`src/rtl/apba_pkg.sv`:
```
package apba_pkg;

  // fixed field widths
  localparam int ADDR_W    = 32;
  localparam int CNT_W     = 9;
  localparam int BIAS_W    = 2;
  localparam int CFG_IDX_W = 2;
  localparam int CFG_W     = 32;

  // bitmap organisation: 32-bit words, at most 256 live entries
  localparam int WORD_W   = 32;
  localparam int BIT_W    = 5;
  localparam int IDX_W    = 8;
  localparam int ROW_BITS = IDX_W - BIT_W;
  localparam int MAX_LIVE = 2 ** IDX_W;

  // entries held by the pool bitmap
  localparam int POOL_ENTRIES = 256;

  typedef enum logic [1:0] {
    OP_REQUEST   = 2'd0,
    OP_FREE      = 2'd1,
    OP_CHECK     = 2'd2,
    OP_SET_STATE = 2'd3
  } op_t;

  typedef enum logic [1:0] {
    ST_OK           = 2'd0,
    ST_EXHAUSTED    = 2'd1,
    ST_ALREADY_FREE = 2'd2,
    ST_OUT_OF_RANGE = 2'd3
  } status_t;

  typedef enum logic [1:0] {
    S_IDLE,
    S_LOCATE,
    S_READ,
    S_EVAL
  } fsm_t;

  // configuration register indexes
  localparam logic [CFG_IDX_W-1:0] CFG_NETWORK_BASE = 2'd0;
  localparam logic [CFG_IDX_W-1:0] CFG_POOL_COUNT   = 2'd1;
  localparam logic [CFG_IDX_W-1:0] CFG_ADDRESS_BIAS = 2'd2;

  // configuration reset values
  localparam logic [ADDR_W-1:0] NETWORK_BASE_RST = 32'd0;
  localparam logic [CNT_W-1:0]  POOL_COUNT_RST   = 9'd256;
  localparam logic [BIAS_W-1:0] ADDRESS_BIAS_RST = 2'd1;

  // lowest clear bit of a word: {found, position}
  function automatic logic [BIT_W:0] lowest_zero(input logic [WORD_W-1:0] w);
    logic [BIT_W:0] res;
    res = '0;
    for (int b = WORD_W - 1; b >= 0; b--) begin
      if (!w[b]) begin
        res = {1'b1, BIT_W'(b)};
      end
    end
    return res;
  endfunction

endpackage

```
`src/rtl/apba_ram.sv`:
```
module apba_ram #(
  parameter int WIDTH = 32,
  parameter int DEPTH = 8
) (
  input  logic                                   clk,
  input  logic                                   we,
  input  logic [(DEPTH > 1 ? $clog2(DEPTH) : 1)-1:0] waddr,
  input  logic [WIDTH-1:0]                       wdata,
  input  logic                                   re,
  input  logic [(DEPTH > 1 ? $clog2(DEPTH) : 1)-1:0] raddr,
  output logic [WIDTH-1:0]                       rdata
);

  logic [WIDTH-1:0] mem [DEPTH];
  logic [WIDTH-1:0] rdata_r;

  // single write port, registered read that holds when idle
  always_ff @(posedge clk) begin
    if (we) begin
      mem[waddr] <= wdata;
    end
    if (re) begin
      rdata_r <= mem[raddr];
    end
  end

  assign rdata = rdata_r;

endmodule

```
`src/rtl/address_pool_bitmap_allocator.sv`:
```
// channel  direction  transfer when          payload
// cfg      in         cfg_we                 cfg_index, cfg_data
// in       in         in_valid & in_ready    in_operation, in_address, in_new_state
// out      out        out_valid & out_ready  out_status, out_granted_address, out_in_use
//
// One item at a time. Free, check and set state pass through accept, range check,
// bitmap word read and evaluate, with a write back for set state and for a free of a
// used entry. A request reads and evaluates the 32-bit bitmap words in turn (1 to 8 of
// them) in the single-port word read and evaluate loop. An out-of-range address finishes at the range check.
// Reset clears every row valid bit at once, so the bitmap reads as all free; no
// clearing pass. A held result stalls the final step only; in_ready returns with idle.
module address_pool_bitmap_allocator (
  input  logic                                clk,
  input  logic                                rst_n,
  input  logic                                cfg_we,
  input  logic [apba_pkg::CFG_IDX_W-1:0]      cfg_index,
  input  logic [apba_pkg::CFG_W-1:0]          cfg_data,
  input  logic                                in_valid,
  output logic                                in_ready,
  input  logic [1:0]                          in_operation,
  input  logic [apba_pkg::ADDR_W-1:0]         in_address,
  input  logic                                in_new_state,
  output logic                                out_valid,
  input  logic                                out_ready,
  output logic [1:0]                          out_status,
  output logic [apba_pkg::ADDR_W-1:0]         out_granted_address,
  output logic                                out_in_use
);

  import apba_pkg::*;

  localparam int LIVE_ENTRIES = POOL_ENTRIES < MAX_LIVE ? POOL_ENTRIES : MAX_LIVE;
  localparam int NUM_WORDS    = (LIVE_ENTRIES + WORD_W - 1) / WORD_W;
  localparam int ROW_AW       = NUM_WORDS > 1 ? $clog2(NUM_WORDS) : 1;
  localparam logic [CNT_W-1:0] LIVE_LIMIT = CNT_W'(LIVE_ENTRIES);

  // configuration registers
  logic [ADDR_W-1:0] base_r;
  logic [CNT_W-1:0]  count_r;
  logic [BIAS_W-1:0] bias_r;
  logic [CNT_W-1:0]  live_count;

  // item context
  fsm_t              state_r, state_nxt;
  op_t               op_r;
  logic              new_state_r;
  logic [ADDR_W:0]   diff_r;
  logic [ADDR_W-1:0] base_bias_r;
  logic [IDX_W-1:0]  idx_r, idx_nxt;
  logic [ROW_BITS-1:0] word_r, word_nxt;

  // result register
  logic              out_valid_r;
  status_t           out_status_r;
  logic [ADDR_W-1:0] out_granted_r;
  logic              out_in_use_r;

  // bitmap memory and row valid bits
  logic              ram_we, ram_re;
  logic [ROW_AW-1:0] ram_waddr, ram_raddr;
  logic [WORD_W-1:0] ram_wdata, ram_q;
  logic [NUM_WORDS-1:0] row_valid_r;
  logic [WORD_W-1:0] rd_word;

  // per-step working signals
  logic              out_free;
  logic              load_out;
  status_t           res_status;
  logic [ADDR_W-1:0] res_granted;
  logic              res_in_use;
  logic [ADDR_W-1:0] diff;
  logic [ADDR_W-1:0] eff;
  logic              out_of_range;
  logic [WORD_W-1:0] usable;
  logic [WORD_W-1:0] taken;
  logic [BIT_W:0]    zero_hit;
  logic [ROW_BITS:0] word_inc;
  logic [CNT_W-1:0]  next_base;
  logic [WORD_W-1:0] bit_mask;
  logic              cur_bit;

  apba_ram #(
    .WIDTH (WORD_W),
    .DEPTH (NUM_WORDS)
  ) u_bitmap (
    .clk   (clk),
    .we    (ram_we),
    .waddr (ram_waddr),
    .wdata (ram_wdata),
    .re    (ram_re),
    .raddr (ram_raddr),
    .rdata (ram_q)
  );

  // configuration writes, unknown indexes ignored
  always_ff @(posedge clk) begin
    if (!rst_n) begin
      base_r  <= NETWORK_BASE_RST;
      count_r <= POOL_COUNT_RST;
      bias_r  <= ADDRESS_BIAS_RST;
    end else if (cfg_we) begin
      case (cfg_index)
        CFG_NETWORK_BASE: base_r  <= cfg_data;
        CFG_POOL_COUNT:   count_r <= cfg_data[CNT_W-1:0];
        CFG_ADDRESS_BIAS: bias_r  <= cfg_data[BIAS_W-1:0];
        default: ;
      endcase
    end
  end

  assign live_count = count_r < LIVE_LIMIT ? count_r : LIVE_LIMIT;

  // a row never written reads as all free
  assign rd_word = row_valid_r[word_r[ROW_AW-1:0]] ? ram_q : '0;

  assign in_ready = (state_r == S_IDLE);
  assign out_free = !out_valid_r || out_ready;

  // range check terms
  assign diff = diff_r[ADDR_W-1:0];
  assign eff  = diff - ADDR_W'(bias_r);
  assign out_of_range = diff_r[ADDR_W] || (diff == '0) || (diff < ADDR_W'(bias_r))
                        || (eff >= ADDR_W'(live_count));

  // free-bit search over the current word, entries past the count count as taken
  always_comb begin
    for (int b = 0; b < WORD_W; b++) begin
      usable[b] = {1'b0, word_r, BIT_W'(b)} < live_count;
    end
  end

  assign taken     = rd_word | ~usable;
  assign zero_hit  = lowest_zero(taken);
  assign word_inc  = {1'b0, word_r} + (ROW_BITS + 1)'(1);
  assign next_base = {word_inc, {BIT_W{1'b0}}};
  assign bit_mask  = WORD_W'(1) << idx_r[BIT_W-1:0];
  assign cur_bit   = rd_word[idx_r[BIT_W-1:0]];

  // sequencer: next state, memory access and result
  always_comb begin
    state_nxt   = state_r;
    word_nxt    = word_r;
    idx_nxt     = idx_r;
    ram_re      = 1'b0;
    ram_raddr   = word_r[ROW_AW-1:0];
    ram_we      = 1'b0;
    ram_waddr   = word_r[ROW_AW-1:0];
    ram_wdata   = rd_word;
    load_out    = 1'b0;
    res_status  = ST_OK;
    res_granted = '0;
    res_in_use  = 1'b0;
    case (state_r)
      S_IDLE: begin
        if (in_valid) begin
          word_nxt  = '0;
          state_nxt = (op_t'(in_operation) == OP_REQUEST) ? S_READ : S_LOCATE;
        end
      end
      S_LOCATE: begin
        if (out_of_range) begin
          if (out_free) begin
            load_out   = 1'b1;
            res_status = ST_OUT_OF_RANGE;
            state_nxt  = S_IDLE;
          end
        end else begin
          idx_nxt   = eff[IDX_W-1:0];
          word_nxt  = eff[IDX_W-1:BIT_W];
          state_nxt = S_READ;
        end
      end
      S_READ: begin
        ram_re    = 1'b1;
        state_nxt = S_EVAL;
      end
      S_EVAL: begin
        case (op_r)
          OP_REQUEST: begin
            if (zero_hit[BIT_W]) begin
              if (out_free) begin
                ram_we      = 1'b1;
                ram_wdata   = rd_word | (WORD_W'(1) << zero_hit[BIT_W-1:0]);
                load_out    = 1'b1;
                res_granted = base_bias_r + ADDR_W'({word_r, zero_hit[BIT_W-1:0]});
                state_nxt   = S_IDLE;
              end
            end else if (next_base < live_count) begin
              word_nxt  = word_inc[ROW_BITS-1:0];
              state_nxt = S_READ;
            end else if (out_free) begin
              load_out   = 1'b1;
              res_status = ST_EXHAUSTED;
              state_nxt  = S_IDLE;
            end
          end
          OP_FREE: begin
            if (out_free) begin
              load_out  = 1'b1;
              state_nxt = S_IDLE;
              if (!cur_bit) begin
                res_status = ST_ALREADY_FREE;
              end else begin
                ram_we    = 1'b1;
                ram_wdata = rd_word & ~bit_mask;
              end
            end
          end
          OP_CHECK: begin
            if (out_free) begin
              load_out   = 1'b1;
              res_in_use = cur_bit;
              state_nxt  = S_IDLE;
            end
          end
          default: begin
            if (out_free) begin
              ram_we    = 1'b1;
              ram_wdata = new_state_r ? (rd_word | bit_mask) : (rd_word & ~bit_mask);
              load_out  = 1'b1;
              state_nxt = S_IDLE;
            end
          end
        endcase
      end
      default: state_nxt = S_IDLE;
    endcase
  end

  // state register and row valid bits
  always_ff @(posedge clk) begin
    if (!rst_n) begin
      state_r     <= S_IDLE;
      row_valid_r <= '0;
    end else begin
      state_r <= state_nxt;
      if (ram_we) begin
        row_valid_r[ram_waddr] <= 1'b1;
      end
    end
  end

  // item context capture
  always_ff @(posedge clk) begin
    word_r <= word_nxt;
    idx_r  <= idx_nxt;
    if (in_valid && in_ready) begin
      op_r        <= op_t'(in_operation);
      new_state_r <= in_new_state;
      diff_r      <= {1'b0, in_address} - {1'b0, base_r};
      base_bias_r <= base_r + ADDR_W'(bias_r);
    end
  end

  // result register
  always_ff @(posedge clk) begin
    if (!rst_n) begin
      out_valid_r <= 1'b0;
    end else if (load_out) begin
      out_valid_r <= 1'b1;
    end else if (out_ready) begin
      out_valid_r <= 1'b0;
    end
  end

  always_ff @(posedge clk) begin
    if (load_out) begin
      out_status_r  <= res_status;
      out_granted_r <= res_granted;
      out_in_use_r  <= res_in_use;
    end
  end

  assign out_valid           = out_valid_r;
  assign out_status          = out_status_r;
  assign out_granted_address = out_granted_r;
  assign out_in_use          = out_in_use_r;

endmodule
```
`config.mk`:
```
export PLATFORM = sky130hd
export DESIGN_NAME = address_pool_bitmap_allocator
export DESIGN_NICKNAME = d
export VERILOG_FILES = /design/src/rtl/apba_pkg.sv /design/src/rtl/apba_ram.sv /design/src/rtl/address_pool_bitmap_allocator.sv
export SDC_FILE = /design/constraint.sdc
export NUM_CORES = 1
export LEC_CHECK = 0
export ABC_AREA = 0
export BUFFER_PORTS_ARGS = -buffer_cell sky130_fd_sc_hd__buf_2
export CORE_MARGIN = 2
export CORE_UTILIZATION = 34
export DETAILED_ROUTE_END_ITERATION = 12
export PLACE_DENSITY = 0.46
export SYNTH_ARGS = -nofsm -noshare
export SYNTH_HDL_FRONTEND = slang
export SYNTH_SLANG_ARGS = --single-unit
```
`constraint.sdc`:
```
create_clock -name clk -period 8.6 [get_ports clk]
set_input_delay 1.72 -clock clk [delete_from_list [all_inputs] [get_ports clk]]
set_output_delay 1.72 -clock clk [all_outputs]
set_load 0.01 [all_outputs]
```
# Yosys cells after proc, flatten, opt, wreduce, memory -nomap -nowiden
# Memories as Yosys holds them, arrays and structs flattened. A register that Yosys moved wholly into a read port is not among the register bits.
# Cells that the tools add are included.
word_totals:
  register_bits: 165
  ramBits: 256
  inputBits: 74
  out_inout_bits: 37
  elab_cells: 190
  memories: 1
memory_table:
  columns: ["name", "depth", "width", "rd", "rd_clocked_by_memory_dff", "wr", "line", "rtl"]
  rows:
  - ["u_bitmap.mem", 8, 32, 1, 1, 1, "apba_ram.sv:14", "logic [WIDTH-1:0] mem [DEPTH];"]
classes:
  addsub: 5
  magnitude_cmp: 39
  n_eq_ne: 12
  n_shift: 2
  n_mux: 87
  n_bitwise: 8
  n_reduce_logical: 21
op_table:
  columns: ["operator", "count"]
  rows:
  - ["$lt 8x9->1", 32]
  - ["$mux 32", 8]
  - ["$mux 6", 32]
  - ["$or 32x32->32", 3]
  - ["$pmux 32 s3", 1]
  - ["$not 32->32", 2]
  - ["$shl 1x5->32 const A", 2]
  - ["$sub 32x32->33", 1]
  - ["$add 32x2->32", 1]
  - ["$add 32x8->32", 1]
  - ["$and 32x32->32", 1]
  - ["$ge 32x9->1", 1]
  - ["$logic_not 32->1", 1]
  - ["$lt 32x2->1", 1]
  - ["$sub 32x2->32", 1]
  - ["$mux 2", 11]
  - ["$mux 1", 20]
  - ["$mux 3", 5]
  - ["$ne 2x2->1 const B", 5]
  - ["$lt 9x9->1", 1]
  - ["$lt 9x9->1 const B", 1]
  - ["$mux 9", 1]
  - ["$pmux 3 s3", 1]
  - ["$eq 2x2->1 const B", 4]
  - ["24 further kinds", 37]

# Logic depth before layout (Yosys ltp)
depth:
  ltp_word: 43
  depth_mapped: 27
  ltp_nobuf: 24

# Modules after synthesis
# From an unflattened synthesis, not the netlist that was laid out.
unflattened:
  cells_unflattened: 2070
  hier_area_um2: 24389.6
by_module_without_submodules:
  columns: ["mod", "n_inst", "cells_each", "area_per_inst_um2"]
  rows:
  - ["address_pool_bitmap_allocator", 1, 1655, 13603.0]
  - ["apba_ram", 1, 415, 10786.6]

# Worst setup path before layout
# OpenSTA, ideal clock, no wires.
synth_path:
  kind: "reg-to-reg"
  from: "reg word_r[0] (netlist: ram_raddr[0])"
  to: "mem u_bitmap.mem[0][0] (enable)"
  setup_time_ns: 0.464
  arrival_ns: 5.373
  required_ns: 8.136
  path_slack_ns: 2.763
  stages_incl_launch_ff: 16
  n_path_buf: 3
  synth_period_minus_slack_ns: 5.837
  cell_sequence: "edfxtp_1 buf_6 clkbuf_1 clkinv_1 ha_1 nand4bb_1 buf_6 nor3_2 or2_2 a311o_1 and2_4 nor4bb_1 nand2_1 nand2_1 a21o_1 nor3_1"
synth_via:
  elab_chain_len: 41
  word_cells_on_any_way: 78
  cone_classes: "32 x order compare; 44 x mux; 2 x bitwise"
synth_rtl:
  columns: ["element", "line", "rtl"]
  rows:
  - ["start, declared", "address_pool_bitmap_allocator.sv:50", "logic [ROW_BITS-1:0] word_r, word_nxt;"]
  - ["start signal, assigned", "address_pool_bitmap_allocator.sv:245", "word_r <= word_nxt;"]
  - ["parallel branches: the longest is 41 deep, another holds $lt 8x9->1", null, null]
  - ["end, declared", "apba_ram.sv:14", null]
# Parallel ways; which one is timed is not known. The select of a mux whose other input is x is not followed.

# Worst setup path after layout
layout_path:
  from: "reg word_r[0] (netlist: ram_raddr[0])"
  to: "reg out_granted_r[16] (netlist: out_granted_address[16]), data pin"
layout_via:
  elab_chain_len: 37
  word_cells_on_any_way: 71
  cone_classes: "1 x add/sub; 32 x order compare; 35 x mux; 2 x bitwise; 1 x reduce/logical"
layout_rtl:
  columns: ["element", "line", "rtl"]
  rows:
  - ["parallel branches: the longest is 37 deep, another holds $lt 8x9->1", null, null]
  - ["end signal, assigned", "address_pool_bitmap_allocator.sv:269", "out_granted_r <= res_granted;"]
  - ["end, declared", "address_pool_bitmap_allocator.sv:55", "logic [ADDR_W-1:0] out_granted_r;"]
# Parallel ways; which one is timed is not known. The select of a mux whose other input is x is not followed.
# A chain may end at the register's enable or synchronous reset.

==> impl_metrics.json <==
{
  "status": "finished, final reports clean",
  "viasPerCell": 5.69,
  "path_cells": "clkinv_1 -> ha_1 -> nand4bb_1 -> buf_4 -> o22ai_1 -> nor3_1 -> and2_1 -> a221o_1 -> a221oi_2 -> o21ai_2 -> a22oi_4 -> o21ai_2 -> inv_1 -> ha_1 -> inv_1 -> fa_1 -> nor4_1 -> a211oi_1 -> o21ai_1 -> o211ai_2 -> a211oi_1 -> xnor2_1 -> nor2_1",
  "start_util_pct": 34.3,
  "grt_pass1_vias": 16800,
  "ys_ff_latch": 453,
  "async_reset_ff_share_pct": 0,
  "synth_fp_nets": 2155,
  "postRouteAntennaNets": 0,
  "nets": 2267,
  "switchingPower_w": 0.00134,
  "seq_area_frac_synth_pct": 56.7,
  "clockPowerShare_pct": 42.9,
  "seq_power_share_pct": 47.0,
  "finalHoldViolCount": 0,
  "clk_pin_slew_ns": 0.06,
  "dieWidth_um": 264,
  "syn_inst": 2017,
  "ff2ff_setup_slack_ns": 1.76,
  "r2r-end": "out_granted_address[16]",
  "drv_cap": 0,
  "placed_cell_area_um2": 24700,
  "setup_viol": 0,
  "ios": 111,
  "rsz0062_at_grt": "false",
  "setup.worst_path.start": "ram_raddr[0]",
  "synth_cell_type_count": 112,
  "cp.required_ns": 8.94,
  "worst_slew_pin_slew_ns": 1.33,
  "grtUsageTotal_pct": 22.5,
  "dr.pass1.iters": 5,
  "slowest_stage": "edfxtp_1",
  "synth_top_area_cell": "edfxtp_1",
  "netlist_top_cells_area": "edfxtp_1 52%, dfxtp_1 4.7%, a22oi_1 4.3%",
  "routed_wl_um": 79800,
  "period_share_pct": 79.5,
  "htreeDepth": 2,
  "maxSlewHeadroom_pct": 10.7,
  "gp_congestion": 0.954,
  "path_class": "reg2reg",
  "hold_buffers": 0,
  "die_h_um": 264,
  "fmax_mhz": 146,
  "final.setup.tns_ns": 0,
  "finClkSkew_ns": 0.0198,
  "clock_sinks": 453,
  "crit_fanout": 17,
  "internal_power_w": 0.00401,
  "via_count": 17300,
  "diodes": 0,
  "synthFlopType": "edfxtp_1",
  "cts_buffers": 51,
  "fin_crit_ns": 6.84,
  "met1_usage_pct": 31.5,
  "slew_viol_final": 0,
  "grt_start_max_net_pins": 70,
  "root_buffer": "clkbuf_16",
  "post_cts_buffers": 0,
  "endpoint": "out_granted_address[16]",
  "portBuffers": 110,
  "core-area_um2": 67200,
  "fin_area_um2": 26500,
  "grt_pass1_wl_um": 116000,
  "hold_depth": 1,
  "grt-ovfl-total": 0,
  "min_path_type": "reg2reg",
  "antenna_found_initial": 3,
  "std_cell_rows": 95,
  "cp.arrival_ns": 7.18,
  "multi_input_area_um2": 9360,
  "drc": 0,
  "met2_usage_pct": 36.8,
  "drtIter0Drc": 1780,
  "p_comb_share_pct": 10.1,
  "p_leak_nw": 8.74,
  "max_stage_delay_ns": 0.87,
  "cts_tree": "yes",
  "busiest_layer": "met2",
  "routedWlPerCell_um": 26.2,
  "r2r_start": "ram_raddr[0]",
  "seq_area_um2": 13100,
  "synth_area_um2": 23000,
  "rr_worst_depth": 23,
  "startpoint_type": "register",
  "drive_above_1_share_pct": 15.4,
  "pwr_density_cell_nw_per_um2": 202,
  "peakVddDrop_mv": 0.133,
  "cts_buffer_depth": 3,
  "dp_hpwl_um": 55100,
  "synth_edf_count": 399,
  "clk-insertion-delay-late_ns": 0.61,
  "avgSynthCellArea_um2": 11.4,
  "post_cts_resized": 0,
  "use_met3_pct": 3.65,
  "crit_path_end_kind": "register",
  "fillers": 6461,
  "fin_util_pct": 39.4,
  "syn_to_final_growth_pct": 14.8,
  "dieArea_um2": 69900,
  "synth_top_area_share_pct": 52.0,
  "switching_share_pct": 25.1,
  "synth_warnings": 0
}
routing by layer:
metal / vias to the layer above / wire length [µm]
met5: - / 22
li1: 7935 / -
met2: 582 / 37100
met4: 4 / 1450
met3: 106 / 4540
met1: 8710 / 36600
layout make-up:
type	count	share of cell area, %
inverter	76	1.08
multi-input combinational	1395	35.4
timing repair buffer	152	3.27
clock buffer	61	5.20
clock inverter	35	1.54
sequential	453	49.4
tap	873	4.13
cells in the mapped netlist, drive strengths merged (6+ instances only):
cell    number
o21bai      12
dfxtp       54
a211oi      25
nor3        58
a311oi      13
ha          60
xnor2       79
a21boi      36
inv         75
mux2i       14
nand3       44
xor2        15
nand2b      20
and2        16
nor3b        6
o32ai        6
o221ai       9
nor2b       24
edfxtp     399
a21oi       90
a22oi      133
nand2      194
o21a        19
nand4       46
o22ai       10
clkbuf      75
buf         18
or2         23
nor4        10
a221oi       8
nor2       141
a31oi       27
or3          9
o21ai       91
a21o        37
o211ai      14
o31a         8
and3        19
how the worst min path moves through the flow:
stage	slack, ns	end	startpoint
floorplan	0.44	row_valid_r[0]	row_valid_r[0]
global placement	0.46	row_valid_r[2]	row_valid_r[2]
global route	0.48	row_valid_r[6]	row_valid_r[6]
finish	0.47	row_valid_r[1]	row_valid_r[1]
CTS	0.47	row_valid_r[1]	row_valid_r[1]
detailed placement	0.45	row_valid_r[1]	row_valid_r[1]
critical path: cells and delay by family, from the launching register on:
family	cells	cell delay [ns]
buffers and inverters	4	0.96
AND/OR/NAND/NOR	5	0.87
adder cells (fa/ha/maj)	3	1.13
flip-flops	1	0.87
XOR/XNOR	1	0.16
AO/OA/AOI/OAI	10	2.55
power groups by stage:
stage | combinational (W) | clock, W | sequential, W
after floorplan | 0.000359 | 0 | 0.00253
after global placement | 0.000540 | 0 | 0.00256
after detailed placement | 0.000541 | 0 | 0.00256
after CTS | 0.000543 | 0.00235 | 0.00251
after global routing | 0.000594 | 0.00243 | 0.00252
final | 0.000541 | 0.00229 | 0.00251
kinds of logic after synthesis:
| kind of cell | after synthesis | synth area share, % |
|---|---|---|
| adders and majority gates | 65 | 3.65 |
| DFF | 453 | 56.7 |
| buffers and inverters | 169 | 3.06 |
| and+or+nand+nor | 630 | 13.4 |
| muxes | 19 | 1.05 |
| AOI/OAI and AO/OA | 587 | 18.5 |
| xor gates and xnor gates | 94 | 3.57 |
flip-flops by register name (all words and copies together), names as in the netlist:
register	count
out_status	2
out_valid	1
new_state_r	1
count_r	9
ram_raddr	3
idx_r	5
out_in_use	1
row_valid_r	8
out_granted_address	32
u_bitmap.mem	256
state_r	2
base_r	32
base_bias_r	32
op_r	2
diff_r	33
bias_r	2
u_bitmap.rdata	32
through the flow:
step | std cells | total power [W] | worst slack (ns) | hold slack, ns
after detailed placement | 2949 | 0.00310 | 1.83 | 0.453
after CTS | 3045 | 0.00540 | 1.78 | 0.467
after floorplan | 2017 | 0.00289 | 2.76 | 0.440
final | 3045 | 0.00535 | 1.76 | 0.467
after global placement | 2949 | 0.00310 | 1.93 | 0.455
after global routing | 3045 | 0.00554 | 1.18 | 0.479
cells in the final DEF (no fill, tap or decap), types with 15 or more instances in the layout:
cell,instances
edfxtp_1,399
nand2_1,193
a22oi_1,132
nor2_1,128
buf_2,110
a21oi_1,86
xnor2_1,79
o21ai_0,78
inv_1,74
ha_1,60
dfxtp_1,54
clkbuf_16,53
nor3_1,48
nand4_1,46
nand3_1,43
buf_4,42
a21boi_0,36
a21o_1,35
a31oi_1,27
nor2b_1,24
o21a_1,19
nand2b_1,19
and3_1,19
or2_2,17
a211oi_1,17
xor2_1,15
No activity file was read; power rests on OpenSTA's default activity.
